`src/hdl/tlcc_pkg.sv`:
```
package tlcc_pkg;

    // field widths
    localparam int ID_W       = 30;
    localparam int LOCAL_W    = 6;
    localparam int TILE_W     = ID_W - LOCAL_W;
    localparam int CORNER_W   = 3;
    localparam logic [CORNER_W-1:0] LAST_CORNER = 3'd7;

    // divider: quotient bits retired per cycle and quotient steps per division
    localparam int DIV_BITS  = 3;
    localparam int DIV_STEPS = TILE_W / DIV_BITS;

    // queue between front and back
    localparam int QUEUE_DEPTH = 2;

    // configuration port
    localparam int PDATA_W     = 32;
    localparam int PADDR_W     = 3;
    localparam int TILE_SIDE_W = 9;
    localparam logic [TILE_SIDE_W-1:0] TILE_SIDE_RESET = 9'd1;
    // register index, taken from the word address bit
    localparam logic REG_TILE_SIDE = 1'b0;

    // serpentine index -> packed {x, y, z} inside the tile
    localparam logic [LOCAL_W-1:0] SERP_POS [64] = '{
         0,  1,  5,  4, 20, 21, 17, 16,
         2,  3,  7,  6, 22, 23, 19, 18,
        10, 11, 15, 14, 30, 31, 27, 26,
         8,  9, 13, 12, 28, 29, 25, 24,
        40, 41, 45, 44, 60, 61, 57, 56,
        42, 43, 47, 46, 62, 63, 59, 58,
        34, 35, 39, 38, 54, 55, 51, 50,
        32, 33, 37, 36, 52, 53, 49, 48
    };

    // packed {x, y, z} inside the tile -> serpentine index
    localparam logic [LOCAL_W-1:0] SERP_INDEX [64] = '{
         0,  1,  8,  9,  3,  2, 11, 10, 24, 25, 16, 17, 27, 26, 19, 18,
         7,  6, 15, 14,  4,  5, 12, 13, 31, 30, 23, 22, 28, 29, 20, 21,
        56, 57, 48, 49, 59, 58, 51, 50, 32, 33, 40, 41, 35, 34, 43, 42,
        63, 62, 55, 54, 60, 61, 52, 53, 39, 38, 47, 46, 36, 37, 44, 45
    };

endpackage

```
`src/hdl/tlcc_in_if.sv`:
```
interface tlcc_in_if import tlcc_pkg::*; ();

    logic            valid;
    logic            ready;
    logic [ID_W-1:0] particle_id;

    modport source (output valid, output particle_id, input ready);
    modport sink   (input valid, input particle_id, output ready);

endinterface

```
`src/hdl/tlcc_out_if.sv`:
```
interface tlcc_out_if import tlcc_pkg::*; ();

    logic                valid;
    logic                ready;
    logic [CORNER_W-1:0] corner;
    logic [ID_W-1:0]     corner_id;
    logic                last_corner;

    modport source (output valid, output corner, output corner_id, output last_corner,
                    input ready);
    modport sink   (input valid, input corner, input corner_id, input last_corner,
                    output ready);

endinterface

```
`src/hdl/tiled_lattice_cell_corner_ids_top.sv`:
```
// channel     | direction | handshake     | payload
// items       | in        | valid / ready | particle_id[29:0]
// results     | out       | valid / ready | corner[2:0], corner_id[29:0], last_corner
// apb config  | in        | psel/penable  | tile_side at byte address 0, pready tied high
//
// each of the three radix-8 dividers (tile -> x, y, z digits) takes a new particle
// only once its previous result is handed on, and the back end sends one corner
// per cycle while the output is not stalled, eight per particle
// reset clears all handshake state and sets tile_side to 1
// a stalled output holds the back end; the two-entry queue lets the dividers run on

module tiled_lattice_cell_corner_ids_top import tlcc_pkg::*;
#(
    parameter int MAX_TILE_SIDE = 256
)
(
    input  logic               clk,
    input  logic               rst_n,
    tlcc_in_if.sink            items,
    tlcc_out_if.source         results,
    input  logic               psel,
    input  logic               penable,
    input  logic               pwrite,
    input  logic [PADDR_W-1:0] paddr,
    input  logic [PDATA_W-1:0] pwdata,
    output logic [PDATA_W-1:0] prdata,
    output logic               pready
);

    localparam int SIDE_W  = $clog2(MAX_TILE_SIDE + 1);
    localparam int ENTRY_W = LOCAL_W + 3 * SIDE_W;

    logic [TILE_SIDE_W-1:0] tile_side_reg, tile_side_next;
    logic [SIDE_W-1:0]      side_reg, side_next;
    logic                   cfg_write;

    logic               q_in_valid, q_in_ready;
    logic [ENTRY_W-1:0] q_in_data;
    logic               q_out_valid, q_out_ready;
    logic [ENTRY_W-1:0] q_out_data;

    // register access
    assign pready    = 1'b1;
    assign cfg_write = psel && penable && pwrite && (paddr[PADDR_W-1] == REG_TILE_SIDE);
    assign prdata    = (paddr[PADDR_W-1] == REG_TILE_SIDE) ? PDATA_W'(tile_side_reg) : '0;

    // effective side: zero acts as one, clamp at the maximum
    always_comb
    begin
        tile_side_next = pwdata[TILE_SIDE_W-1:0];
        priority if (tile_side_next == '0)
        begin
            side_next = SIDE_W'(1);
        end
        else if (32'(tile_side_next) > 32'(MAX_TILE_SIDE))
        begin
            side_next = SIDE_W'(MAX_TILE_SIDE);
        end
        else
        begin
            side_next = SIDE_W'(tile_side_next);
        end
    end

    always_ff @(posedge clk or negedge rst_n)
    begin
        if (!rst_n)
        begin
            tile_side_reg <= TILE_SIDE_RESET;
            side_reg      <= SIDE_W'(1);
        end
        else if (cfg_write)
        begin
            tile_side_reg <= tile_side_next;
            side_reg      <= side_next;
        end
    end

    // front: split the id into tile digits
    tlcc_front #(.SIDE_W(SIDE_W)) u_front (
        .clk     (clk),
        .rst_n   (rst_n),
        .side    (side_reg),
        .items   (items),
        .q_valid (q_in_valid),
        .q_ready (q_in_ready),
        .q_data  (q_in_data)
    );

    // queue between front and back
    tlcc_fifo #(.WIDTH(ENTRY_W), .DEPTH(QUEUE_DEPTH)) u_queue (
        .clk        (clk),
        .rst_n      (rst_n),
        .push_valid (q_in_valid),
        .push_ready (q_in_ready),
        .push_data  (q_in_data),
        .pop_valid  (q_out_valid),
        .pop_ready  (q_out_ready),
        .pop_data   (q_out_data)
    );

    // back: walk the eight corners
    tlcc_back #(.SIDE_W(SIDE_W)) u_back (
        .clk        (clk),
        .rst_n      (rst_n),
        .side       (side_reg),
        .head_valid (q_out_valid),
        .head_data  (q_out_data),
        .head_pop   (q_out_ready),
        .results    (results)
    );

endmodule

```
`src/hdl/tlcc_div.sv`:
```
module tlcc_div import tlcc_pkg::*;
#(
    parameter int DIV_W = 9,
    parameter int SB_W  = 6
)
(
    input  logic              clk,
    input  logic              rst_n,
    input  logic [DIV_W-1:0]  divisor,
    input  logic              in_valid,
    output logic              in_ready,
    input  logic [TILE_W-1:0] in_dividend,
    input  logic [SB_W-1:0]   in_sb,
    output logic              out_valid,
    input  logic              out_ready,
    output logic [TILE_W-1:0] out_quot,
    output logic [DIV_W-1:0]  out_rem,
    output logic [SB_W-1:0]   out_sb
);

    localparam int CNT_W = (DIV_STEPS > 1) ? $clog2(DIV_STEPS) : 1;

    logic              busy_reg, busy_next;
    logic              done_reg, done_next;
    logic [CNT_W-1:0]  cnt_reg, cnt_next;
    logic [TILE_W-1:0] quot_reg;
    logic [DIV_W-1:0]  rem_reg;
    logic [SB_W-1:0]   sb_reg;
    logic              load;
    logic [TILE_W-1:0] quot_v;
    logic [DIV_W-1:0]  rem_v;
    logic [DIV_W:0]    part_v;

    assign in_ready = !busy_reg && (!done_reg || out_ready);
    assign load     = in_valid && in_ready;

    // restoring division, DIV_BITS (three) quotient bits per cycle
    always_comb
    begin
        rem_v  = load ? '0 : rem_reg;
        quot_v = load ? in_dividend : quot_reg;
        part_v = '0;
        for (int i = 0; i < DIV_BITS; i++)
        begin
            part_v = {rem_v, quot_v[TILE_W-1]};
            quot_v = {quot_v[TILE_W-2:0], 1'b0};
            if (part_v >= {1'b0, divisor})
            begin
                part_v    = part_v - {1'b0, divisor};
                quot_v[0] = 1'b1;
            end
            rem_v = part_v[DIV_W-1:0];
        end
    end

    // step counter and result hand-off
    always_comb
    begin
        busy_next = busy_reg;
        done_next = done_reg;
        cnt_next  = cnt_reg;
        if (load)
        begin
            cnt_next = CNT_W'(1);
            if (DIV_STEPS == 1)
            begin
                busy_next = 1'b0;
                done_next = 1'b1;
            end
            else
            begin
                busy_next = 1'b1;
                done_next = 1'b0;
            end
        end
        else if (busy_reg)
        begin
            cnt_next = cnt_reg + CNT_W'(1);
            if (cnt_reg == CNT_W'(DIV_STEPS - 1))
            begin
                busy_next = 1'b0;
                done_next = 1'b1;
            end
        end
        else if (done_reg && out_ready)
        begin
            done_next = 1'b0;
        end
    end

    always_ff @(posedge clk or negedge rst_n)
    begin
        if (!rst_n)
        begin
            busy_reg <= 1'b0;
            done_reg <= 1'b0;
            cnt_reg  <= '0;
        end
        else
        begin
            busy_reg <= busy_next;
            done_reg <= done_next;
            cnt_reg  <= cnt_next;
        end
    end

    // working registers
    always_ff @(posedge clk)
    begin
        if (load || busy_reg)
        begin
            quot_reg <= quot_v;
            rem_reg  <= rem_v;
        end
        if (load)
        begin
            sb_reg <= in_sb;
        end
    end

    assign out_valid = done_reg;
    assign out_quot  = quot_reg;
    assign out_rem   = rem_reg;
    assign out_sb    = sb_reg;

    // a result is never shown while the division is still running
    a_busy_done: assert property (@(posedge clk) disable iff (!rst_n)
        !(busy_reg && done_reg))
        else $error("divider shows a result while busy");

    // a loaded division is running or finished in the next cycle
    a_load_runs: assert property (@(posedge clk) disable iff (!rst_n)
        load |=> (busy_reg || done_reg))
        else $error("divider lost a transaction");

endmodule

```
`src/hdl/tlcc_front.sv`:
```
module tlcc_front import tlcc_pkg::*;
#(
    parameter int SIDE_W = 9
)
(
    input  logic                      clk,
    input  logic                      rst_n,
    input  logic [SIDE_W-1:0]         side,
    tlcc_in_if.sink                   items,
    output logic                      q_valid,
    input  logic                      q_ready,
    output logic [LOCAL_W+3*SIDE_W-1:0] q_data
);

    logic              d1_valid, d1_ready;
    logic [TILE_W-1:0] d1_quot;
    logic [SIDE_W-1:0] d1_rem;
    logic [LOCAL_W-1:0] d1_sb;

    logic              d2_valid, d2_ready;
    logic [TILE_W-1:0] d2_quot;
    logic [SIDE_W-1:0] d2_rem;
    logic [LOCAL_W+SIDE_W-1:0] d2_sb;

    logic [SIDE_W-1:0] d3_rem;
    logic [LOCAL_W+2*SIDE_W-1:0] d3_sb;

    // tile number split into x digit and the rest
    tlcc_div #(.DIV_W(SIDE_W), .SB_W(LOCAL_W)) u_div_x (
        .clk         (clk),
        .rst_n       (rst_n),
        .divisor     (side),
        .in_valid    (items.valid),
        .in_ready    (items.ready),
        .in_dividend (items.particle_id[ID_W-1:LOCAL_W]),
        .in_sb       (items.particle_id[LOCAL_W-1:0]),
        .out_valid   (d1_valid),
        .out_ready   (d1_ready),
        .out_quot    (d1_quot),
        .out_rem     (d1_rem),
        .out_sb      (d1_sb)
    );

    // y digit and unbounded z tile
    tlcc_div #(.DIV_W(SIDE_W), .SB_W(LOCAL_W + SIDE_W)) u_div_y (
        .clk         (clk),
        .rst_n       (rst_n),
        .divisor     (side),
        .in_valid    (d1_valid),
        .in_ready    (d1_ready),
        .in_dividend (d1_quot),
        .in_sb       ({d1_sb, d1_rem}),
        .out_valid   (d2_valid),
        .out_ready   (d2_ready),
        .out_quot    (d2_quot),
        .out_rem     (d2_rem),
        .out_sb      (d2_sb)
    );

    // z tile wrapped into the cube
    tlcc_div #(.DIV_W(SIDE_W), .SB_W(LOCAL_W + 2 * SIDE_W)) u_div_z (
        .clk         (clk),
        .rst_n       (rst_n),
        .divisor     (side),
        .in_valid    (d2_valid),
        .in_ready    (d2_ready),
        .in_dividend (d2_quot),
        .in_sb       ({d2_sb, d2_rem}),
        .out_valid   (q_valid),
        .out_ready   (q_ready),
        .out_quot    (),
        .out_rem     (d3_rem),
        .out_sb      (d3_sb)
    );

    // queue entry: local index, tile x, tile y, tile z
    assign q_data = {d3_sb, d3_rem};

endmodule

```
`src/hdl/tlcc_fifo.sv`:
```
module tlcc_fifo
#(
    parameter int WIDTH = 8,
    parameter int DEPTH = 2
)
(
    input  logic             clk,
    input  logic             rst_n,
    input  logic             push_valid,
    output logic             push_ready,
    input  logic [WIDTH-1:0] push_data,
    output logic             pop_valid,
    input  logic             pop_ready,
    output logic [WIDTH-1:0] pop_data
);

    localparam int PTR_W = (DEPTH > 1) ? $clog2(DEPTH) : 1;
    localparam int CNT_W = $clog2(DEPTH + 1);

    logic [WIDTH-1:0] mem_reg [DEPTH];
    logic [PTR_W-1:0] wr_ptr_reg, wr_ptr_next;
    logic [PTR_W-1:0] rd_ptr_reg, rd_ptr_next;
    logic [CNT_W-1:0] count_reg, count_next;
    logic             push, pop;

    assign push_ready = (count_reg != CNT_W'(DEPTH));
    assign pop_valid  = (count_reg != '0);
    assign push       = push_valid && push_ready;
    assign pop        = pop_valid && pop_ready;
    assign pop_data   = mem_reg[rd_ptr_reg];

    // pointer and fill count update
    always_comb
    begin
        wr_ptr_next = wr_ptr_reg;
        rd_ptr_next = rd_ptr_reg;
        count_next  = count_reg;
        if (push)
        begin
            wr_ptr_next = (wr_ptr_reg == PTR_W'(DEPTH - 1)) ? '0 : wr_ptr_reg + PTR_W'(1);
        end
        if (pop)
        begin
            rd_ptr_next = (rd_ptr_reg == PTR_W'(DEPTH - 1)) ? '0 : rd_ptr_reg + PTR_W'(1);
        end
        if (push && !pop)
        begin
            count_next = count_reg + CNT_W'(1);
        end
        else if (pop && !push)
        begin
            count_next = count_reg - CNT_W'(1);
        end
    end

    always_ff @(posedge clk or negedge rst_n)
    begin
        if (!rst_n)
        begin
            wr_ptr_reg <= '0;
            rd_ptr_reg <= '0;
            count_reg  <= '0;
        end
        else
        begin
            wr_ptr_reg <= wr_ptr_next;
            rd_ptr_reg <= rd_ptr_next;
            count_reg  <= count_next;
        end
    end

    // storage
    always_ff @(posedge clk)
    begin
        if (push)
        begin
            mem_reg[wr_ptr_reg] <= push_data;
        end
    end

    a_count_bound: assert property (@(posedge clk) disable iff (!rst_n)
        count_reg <= CNT_W'(DEPTH))
        else $error("queue fill count past its depth");

endmodule

```
`src/hdl/tlcc_back.sv`:
```
module tlcc_back import tlcc_pkg::*;
#(
    parameter int SIDE_W = 9
)
(
    input  logic                        clk,
    input  logic                        rst_n,
    input  logic [SIDE_W-1:0]           side,
    input  logic                        head_valid,
    input  logic [LOCAL_W+3*SIDE_W-1:0] head_data,
    output logic                        head_pop,
    tlcc_out_if.source                  results
);

    localparam int ENTRY_W = LOCAL_W + 3 * SIDE_W;
    localparam int T_W     = 2 * SIDE_W;
    localparam int FLAT_W  = 3 * SIDE_W;

    // tile coordinate plus carry, wrapped at the cube edge
    function automatic logic [SIDE_W-1:0] wrap_inc(input logic [SIDE_W-1:0] v,
                                                   input logic carry,
                                                   input logic [SIDE_W-1:0] lim);
        logic [SIDE_W:0] s;
        s = {1'b0, v} + {{SIDE_W{1'b0}}, carry};
        return (s == {1'b0, lim}) ? '0 : s[SIDE_W-1:0];
    endfunction

    logic                en;
    logic [LOCAL_W-1:0]  h_local;
    logic [SIDE_W-1:0]   h_tx, h_ty, h_tz;
    logic [LOCAL_W-1:0]  h_pos;
    logic [2:0]          qx, qy, qz;

    logic [CORNER_W-1:0] corner_cnt_reg;
    logic                a_valid_reg;
    logic [CORNER_W-1:0] a_corner_reg;
    logic [SIDE_W-1:0]   a_cx_reg, a_cy_reg, a_cz_reg;
    logic [LOCAL_W-1:0]  a_lidx_reg;

    logic                b_valid_reg;
    logic [CORNER_W-1:0] b_corner_reg;
    logic [SIDE_W-1:0]   b_cx_reg;
    logic [LOCAL_W-1:0]  b_lidx_reg;
    logic [T_W-1:0]      b_t_reg;
    logic [T_W-1:0]      b_t_next;

    logic                out_valid_reg;
    logic [CORNER_W-1:0] out_corner_reg;
    logic [ID_W-1:0]     out_id_reg;
    logic [FLAT_W-1:0]   flat_next;

    // whole pipeline moves when the output register is free
    assign en       = !out_valid_reg || results.ready;
    assign head_pop = en && head_valid && (corner_cnt_reg == LAST_CORNER);

    // unpack the queue head and step to the current corner
    assign h_local = head_data[ENTRY_W-1 -: LOCAL_W];
    assign h_tx    = head_data[3*SIDE_W-1 -: SIDE_W];
    assign h_ty    = head_data[2*SIDE_W-1 -: SIDE_W];
    assign h_tz    = head_data[SIDE_W-1:0];
    assign h_pos   = SERP_POS[h_local];
    assign qx      = {1'b0, h_pos[5:4]} + {2'b00, corner_cnt_reg[2]};
    assign qy      = {1'b0, h_pos[3:2]} + {2'b00, corner_cnt_reg[1]};
    assign qz      = {1'b0, h_pos[1:0]} + {2'b00, corner_cnt_reg[0]};

    // control
    always_ff @(posedge clk or negedge rst_n)
    begin
        if (!rst_n)
        begin
            corner_cnt_reg <= '0;
            a_valid_reg    <= 1'b0;
            b_valid_reg    <= 1'b0;
            out_valid_reg  <= 1'b0;
        end
        else if (en)
        begin
            if (head_valid)
            begin
                corner_cnt_reg <= corner_cnt_reg + CORNER_W'(1);
            end
            a_valid_reg   <= head_valid;
            b_valid_reg   <= a_valid_reg;
            out_valid_reg <= b_valid_reg;
        end
    end

    // stage a: corner tile coordinates and local index
    always_ff @(posedge clk)
    begin
        if (en)
        begin
            a_corner_reg <= corner_cnt_reg;
            a_cx_reg     <= wrap_inc(h_tx, qx[2], side);
            a_cy_reg     <= wrap_inc(h_ty, qy[2], side);
            a_cz_reg     <= wrap_inc(h_tz, qz[2], side);
            a_lidx_reg   <= SERP_INDEX[{qx[1:0], qy[1:0], qz[1:0]}];
        end
    end

    // stage b: y + side * z
    assign b_t_next = T_W'(side) * T_W'(a_cz_reg) + T_W'(a_cy_reg);

    always_ff @(posedge clk)
    begin
        if (en)
        begin
            b_corner_reg <= a_corner_reg;
            b_cx_reg     <= a_cx_reg;
            b_lidx_reg   <= a_lidx_reg;
            b_t_reg      <= b_t_next;
        end
    end

    // stage c: flat tile number and corner id into the output register
    assign flat_next = FLAT_W'(side) * FLAT_W'(b_t_reg) + FLAT_W'(b_cx_reg);

    always_ff @(posedge clk)
    begin
        if (en)
        begin
            out_corner_reg <= b_corner_reg;
            out_id_reg     <= {TILE_W'(flat_next), b_lidx_reg};
        end
    end

    assign results.valid       = out_valid_reg;
    assign results.corner      = out_corner_reg;
    assign results.corner_id   = out_id_reg;
    assign results.last_corner = (out_corner_reg == LAST_CORNER);

    // the queue head stays put while its corners are being walked
    a_head_held: assert property (@(posedge clk) disable iff (!rst_n)
        (corner_cnt_reg != '0) |-> head_valid)
        else $error("queue head lost in the middle of a corner walk");

endmodule
```
`src/flat_wrapper.sv`:
```
// flat-port wrapper written by rule: the top's interface ports become plain ports
module tiled_lattice_cell_corner_ids_top_flat import tlcc_pkg::*;
#(
    parameter int MAX_TILE_SIDE = 256
)
  (clk, rst_n, psel, penable, pwrite, paddr, pwdata, prdata, pready, items_valid, items_particle_id, items_ready, results_valid, results_corner, results_corner_id, results_last_corner, results_ready);
  tlcc_in_if items_i ();
  tlcc_out_if results_i ();
  input  logic clk;
  input  logic rst_n;
  input  logic psel;
  input  logic penable;
  input  logic pwrite;
  input  logic [PADDR_W-1:0] paddr;
  input  logic [PDATA_W-1:0] pwdata;
  output logic [PDATA_W-1:0] prdata;
  output logic pready;
  input wire logic [$bits(items_i.valid)-1:0] items_valid;
  input wire logic [$bits(items_i.particle_id)-1:0] items_particle_id;
  output wire logic [$bits(items_i.ready)-1:0] items_ready;
  output wire logic [$bits(results_i.valid)-1:0] results_valid;
  output wire logic [$bits(results_i.corner)-1:0] results_corner;
  output wire logic [$bits(results_i.corner_id)-1:0] results_corner_id;
  output wire logic [$bits(results_i.last_corner)-1:0] results_last_corner;
  input wire logic [$bits(results_i.ready)-1:0] results_ready;
  assign items_i.valid = items_valid;
  assign items_i.particle_id = items_particle_id;
  assign items_ready = items_i.ready;
  assign results_valid = results_i.valid;
  assign results_corner = results_i.corner;
  assign results_corner_id = results_i.corner_id;
  assign results_last_corner = results_i.last_corner;
  assign results_i.ready = results_ready;
  tiled_lattice_cell_corner_ids_top #(.MAX_TILE_SIDE(MAX_TILE_SIDE)) u_core (.clk(clk), .rst_n(rst_n), .items(items_i), .results(results_i), .psel(psel), .penable(penable), .pwrite(pwrite), .paddr(paddr), .pwdata(pwdata), .prdata(prdata), .pready(pready));
endmodule
```
`config.mk`:
```
export PLATFORM = sky130hd
export DESIGN_NAME = tiled_lattice_cell_corner_ids_top_flat
export DESIGN_NICKNAME = d
export VERILOG_FILES = /design/src/hdl/tlcc_pkg.sv /design/src/hdl/tlcc_in_if.sv /design/src/hdl/tlcc_out_if.sv /design/src/hdl/tiled_lattice_cell_corner_ids_top.sv /design/src/hdl/tlcc_div.sv /design/src/hdl/tlcc_front.sv /design/src/hdl/tlcc_fifo.sv /design/src/hdl/tlcc_back.sv /design/src/flat_wrapper.sv
export SDC_FILE = /design/constraint.sdc
export NUM_CORES = 1
export LEC_CHECK = 0
export BUFFER_PORTS_ARGS = -buffer_cell sky130_fd_sc_hd__buf_2
export CAP_MARGIN = 10
export CORE_ASPECT_RATIO = 0.7
export CORE_MARGIN = 4
export CORE_UTILIZATION = 45
export CTS_CLUSTER_SIZE = 30
export DETAILED_ROUTE_END_ITERATION = 12
export GPL_TIMING_DRIVEN = 0
export MAX_ROUTING_LAYER = met4
export PLACE_DENSITY_LB_ADDON = 0.1
export SYNTH_ARGS = -nofsm -noshare
export SYNTH_HDL_FRONTEND = slang
export SYNTH_SLANG_ARGS = --single-unit
export TNS_END_PERCENT = 30
```
`constraint.sdc`:
```
create_clock -name clk -period 7.1 [get_ports clk]
set_input_delay 0.355 -clock clk [delete_from_list [all_inputs] [get_ports clk]]
set_output_delay 0.355 -clock clk [all_outputs]
set_load 0.01 [all_outputs]
```
==> results of run 1 <==
cell type report:
cell class | instances | area [µm²] | share of cell area [%]
timing repair buffer | 185 | 1290 | 4.17
sequential | 358 | 10600 | 34.1
inverter | 221 | 866 | 2.80
buffer | 104 | 636 | 2.06
clock buffer | 49 | 1070 | 3.45
clock inverter | 25 | 289 | 0.935
multi-input combinational | 1716 | 15300 | 49.4
antenna | 1 | 2.50 | 0.00810
tap | 750 | 938 | 3.04
worst max path at each step:
| stage | from | endpoint | cells past startpoint |
|---|---|---|---|
| floorplan | u_core.u_queue.count_reg[0] | u_core.u_front.u_div_y.out_rem[1] | 35 |
| global placement | u_core.side_reg[6] | u_core.u_front.u_div_x.out_rem[1] | 30 |
| detailed placement | u_core.side_reg[6] | u_core.u_front.u_div_x.out_rem[3] | 30 |
| CTS | u_core.u_front.u_div_y.busy_reg | u_core.u_front.u_div_y.out_rem[6] | 36 |
| global route | u_core.u_queue.count_reg[0] | u_core.u_front.u_div_x.out_rem[8] | 36 |
| finish | u_core.u_front.u_div_z.busy_reg | u_core.u_front.u_div_y.out_rem[2] | 36 |
what timing repair did:
action                     CTS  global route
cloned                       1             1
pin swaps                   37            54
setup buffers               52            32
hold endpoints to repair     6            11
resized for setup          147            73
hold buffers                 6             1
setup endpoints to repair   36            34
cells by family after synthesis:
group / share of synthesized area, %
muxes: 5.19
buffers and inverters: 5.13
DFF: 40.1
and+or+nand+nor: 13.3
adders and majority gates: 23.7
other: 0.0286
AOI/OAI and AO/OA: 7.22
xor gates and xnor gates: 5.30
Yosys cell counts (all sizes together) (7+ instances only):
| library cell | n |
|---|---|
| a21o | 33 |
| a21oi | 81 |
| a31oi | 10 |
| a32oi | 8 |
| and2 | 123 |
| and3 | 13 |
| buf | 51 |
| clkbuf | 57 |
| dfrtp | 41 |
| edfxtp | 315 |
| fa | 180 |
| ha | 210 |
| inv | 220 |
| mux2 | 91 |
| mux2i | 31 |
| nand2 | 357 |
| nand2b | 22 |
| nand3 | 19 |
| nand4 | 19 |
| nor2 | 80 |
| nor2b | 43 |
| nor3 | 24 |
| o21ai | 71 |
| o21bai | 14 |
| o31ai | 8 |
| or2 | 7 |
| xnor2 | 116 |
| xor2 | 43 |
stage by stage:
stage               hold slack (ns)  TNS [ns]  cell area [µm²]  cells  setup WS (ns)
global route                 0.0504     -7.28            30900   3408         -0.333
detailed placement            0.405    -60.51            27900   3244          -2.06
CTS                          0.0344   -0.0662            30300   3373        -0.0163
global placement              0.402    -58.04            27800   3242          -2.01
floorplan                    0.0594    -0.182            26400   2402        -0.0227
finish                       0.0590   -0.0676            30900   3409        -0.0184
worst max-delay path: cells and delay by family (launching register included):
kind / cells / cell delay, ns
AOI/OAI and AO/OA: 15 / 2.86
buffers and inverters: 6 / 0.66
DFF: 1 / 0.37
muxes: 4 / 1.19
and+or+nand+nor: 7 / 0.71
adders and majority gates: 4 / 1.07
routing by layer:
metal | GRT usage, % | wire (µm) | vias up
li1 | - | - | 8586
met1 | 32.7 | 33500 | 8971
met2 | 29.9 | 25900 | 433
met3 | 4.19 | 3870 | 88
met4 | 5.08 | 1370 | 0
met5 | - | 0 | -
==> results.ini, run 1 <==
[status]
status = finished with violations
violations = setup timing

[logic_synthesis]
async_reset_ff_share_pct = 12.0
synth_seq_area_share_pct = 40.1
synth_area_leaders = edfxtp_1 36%, fa_1 14%, ha_1 10%
synth_ff_type = edfxtp_1
yosysWarnings = 0
syn_inst = 2380
synth_top_area_cell = edfxtp_1
syn_area_per_cell_um2 = 11.0
synth_top_area_share_pct = 36.0
synth-edff-count = 315
synth_cell_types = 85
synth_area_mm2 = 0.0263
ys_ff_latch = 358

[routing]
num_vias = 18100
drt-initial-drc-count = 1300
drc_errors = 0
wl_per_cell_um = 19.0
drt-vias-per-instance = 5.30
dr.pass1.iters = 6
postRouteWirelength_um = 64600
ant_nets = 0

[grt]
overflow = 0
grt_max_degree = 74
grt_pass1_wl_um = 104000
antenna_found_initial = 0
track_usage_pct = 21.6
grt_pass1_vias = 18600

[sta]
hold_viol = 0
min_period_over_period_pct = 100
rsz0062_at_grt = true
setup_slack_ns = -0.0184
max_freq_ghz = 0.140
finalCriticalPeriod_ns = 7.12
final-setup-viol-count = 7
maxSlewHeadroom_pct = 24.5
skew_ns = 0.0284
slew_viol_final = 0
max_slew.worst_pin.slew_ns = 1.13

[placement]
io_buffers = 90
place.gp.congestion = 0.860
dp_hpwl_um = 47800

[setup_path]
r2r-end = u_core.u_front.u_div_y.out_rem[2]
startpoint_type = register
arrival_ns = 7.45
rr_worst_depth = 36
crit_path_top_delay_cell = a2111o_1
cpPeakStageDelay_ns = 0.48
path_max_fanout = 7
r2r_slack_ns = -0.02
critPathKind = register to register
crit_required_ns = 7.43
end_kind = register
r2r-start = u_core.u_front.u_div_z.busy_reg

[die]
core_area_mm2 = 0.0573
initial_core_util_pct = 45.9
io_pins = 141
die_h_um = 210
rows = 73
fp.dieArea_mm2 = 0.0624
die-width_um = 297

[finish]
nets = 3088
largest_reg_flops = 66
n_fill_cell = 4934
utilization_pct = 54.0
syn2layout_area_growth_pct = 17.6
drive_gt1_share_pct = 19.3
final_common_cell = nand2_1
layout_common_cells = 349 x nand2_1, 315 x edfxtp_1, 208 x inv_1

[cts]
path_clk_slew_ns = 0.06
cts_tree = done
clock-sinks = 358
root_buffer = clkbuf_16
htree_levels = 2
clk_latency_ns = 0.58
cts_buffers = 40
cts_buffer_depth = 3

[worst_hold_path]
min_from = pwdata[0]
hold_path.class = input port to register
holdPathStages = 2
holdPathEnd = u_core.tile_side_reg[0]

[run]
drv_cap = 0

Power of run 1 is not shown: default switching activity piles up to over one toggle a cycle in this logic, so the estimate is an artifact.
==> inputs of run 2 (changes only) <==
--- a/config.mk
+++ b/config.mk
@@ -10,6 +10,7 @@
 export CORE_ASPECT_RATIO = 0.7
 export CORE_MARGIN = 4
 export CORE_UTILIZATION = 45
+export CTS_BUF_LIST = sky130_fd_sc_hd__clkbuf_8 sky130_fd_sc_hd__clkbuf_16
 export CTS_CLUSTER_SIZE = 30
 export DETAILED_ROUTE_END_ITERATION = 12
 export GPL_TIMING_DRIVEN = 0
==> run 2 against run 1 <==
The flow still finishes with violations (setup timing); final area hardly changed; cell count hardly changed; utilization hardly changed; register-to-register slack worse by 0.02 ns; worst setup slack worse by 0.021 ns; largest cell class unchanged; wire length hardly changed; critical path type unchanged.
==> results.ini, run 2 (synthesized netlist as in run 1, its figures left out) <==
[status]
status = finished with violations
violations = setup timing

[placement]
dp_hpwl_um = 47800
place.gp.congestion = 0.860
io_buffers = 90

[worst_hold_path]
hold_path.class = input port to register
holdPathEnd = u_core.tile_side_reg[0]
min_from = pwdata[0]
holdPathStages = 2

[cts]
cts_buffer_depth = 3
clock-sinks = 358
htree_levels = 2
path_clk_slew_ns = 0.06
cts_buffers = 40
cts_tree = done
clk_latency_ns = 0.58
root_buffer = clkbuf_16

[finish]
antenna_cells = 0
nets = 3086
layout_common_cells = 349 x nand2_1, 315 x edfxtp_1, 215 x inv_1
syn2layout_area_growth_pct = 17.5
utilization_pct = 53.9
largest_reg_flops = 66
final_common_cell = nand2_1
drive_gt1_share_pct = 19.2

[grt]
grt_pass1_wl_um = 104000
track_usage_pct = 21.7
grt_pass1_vias = 18600
grt_max_degree = 74
overflow = 0
antenna_found_initial = 0

[sta]
min_period_over_period_pct = 101
max_slew.worst_pin.slew_ns = 1.16
final-setup-viol-count = 14
finalCriticalPeriod_ns = 7.14
maxSlewHeadroom_pct = 22.8
rsz0062_at_grt = true
hold_viol = 0
slew_viol_final = 0
setup_slack_ns = -0.0398
skew_ns = 0.0277
max_freq_ghz = 0.140

[routing]
drt-vias-per-instance = 5.30
ant_nets = 0
wl_per_cell_um = 19.0
drt-initial-drc-count = 1322
drc_errors = 0
num_vias = 18100
dr.pass1.iters = 5
postRouteWirelength_um = 64600

[die]
core_area_mm2 = 0.0573
io_pins = 141
initial_core_util_pct = 45.9
die-width_um = 297
rows = 73
fp.dieArea_mm2 = 0.0624
die_h_um = 210

[setup_path]
critPathKind = register to register
cp_top_family = compound AO/OA/AOI/OAI gates
r2r-end = u_core.u_front.u_div_x.out_rem[8]
cp_common_cell = fa_2
rr_worst_depth = 36
r2r_slack_ns = -0.04
path_max_fanout = 6
crit_path_top_delay_cell = dfrtp_2
crit_required_ns = 7.42
end_kind = register
startpoint_type = register
cpPeakStageDelay_ns = 0.42
arrival_ns = 7.46
path_buf_inv = 6
r2r-start = u_core.u_queue.count_reg[0]

[run]
drv_cap = 0

==> run 2: repair_timing <==
action / 4_1_cts / 5_1_grt
endpoints found under the hold margin: 6 / 11
pin swaps: 37 / 53
gates cloned: 1 / 1
endpoints found under the setup margin: 36 / 34
gates resized for setup: 148 / 73
hold buffers: 6 / 1
buffers inserted: 53 / 29
==> run 2: worst reg2reg max path: cells and delay by family, from the launching register on <==
family	cells	cell delay, ns
simple gates	11	1.28
fa+ha+maj	4	1.41
compound gates	11	2.03
buf+inv	6	0.67
flops	1	0.42
mux	4	1.05
==> run 2: stage by stage <==
stage / TNS, ns / hold slack [ns] / instance area (µm²) / instances / setup WS (ns)
2_1_floorplan: -0.182 / 0.0594 / 26400 / 2402 / -0.0227
3_3_place_gp: -58.04 / 0.402 / 27800 / 3242 / -2.01
3_5_place_dp: -60.51 / 0.405 / 27900 / 3244 / -2.06
4_1_cts: -0.135 / 0.0344 / 30400 / 3374 / -0.0254
5_1_grt: -8.14 / 0.0504 / 30900 / 3406 / -0.383
6_report: -0.271 / 0.0550 / 30900 / 3406 / -0.0398
==> run 2: worst max-delay path by stage <==
stage / startpoint / to / cells past startpoint
5_1_grt: u_core.u_queue.count_reg[0] / u_core.u_front.u_div_x.out_rem[8] / 36
4_1_cts: u_core.u_front.u_div_y.busy_reg / u_core.u_front.u_div_y.out_rem[6] / 36
3_3_place_gp: u_core.side_reg[6] / u_core.u_front.u_div_x.out_rem[1] / 30
2_1_floorplan: u_core.u_queue.count_reg[0] / u_core.u_front.u_div_y.out_rem[1] / 35
3_5_place_dp: u_core.side_reg[6] / u_core.u_front.u_div_x.out_rem[3] / 30
6_report: u_core.u_queue.count_reg[0] / u_core.u_front.u_div_x.out_rem[8] / 36
==> run 2: per-layer routing <==
| metal | global-route usage [%] | part of all wire (%) | up-vias |
|---|---|---|---|
| met4 | 5.08 | 2.1 | 0 |
| met5 | - | 0 | - |
| met2 | 30.0 | 40 | 460 |
| li1 | - | - | 8577 |
| met1 | 32.8 | 51 | 8942 |
| met3 | 4.19 | 6.4 | 88 |
==> run 2: layout make-up <==
cell class	count	area, µm²
flip-flops and latches	358	10600
fillers	4938	26400
clock buffers	42	1040
multi-input cells	1716	15300
repair buffers	183	1260
plain buffers	104	636
well taps	750	938
inverters	221	871
clock inverters	32	315
Power of run 2 is left out for the same reason.
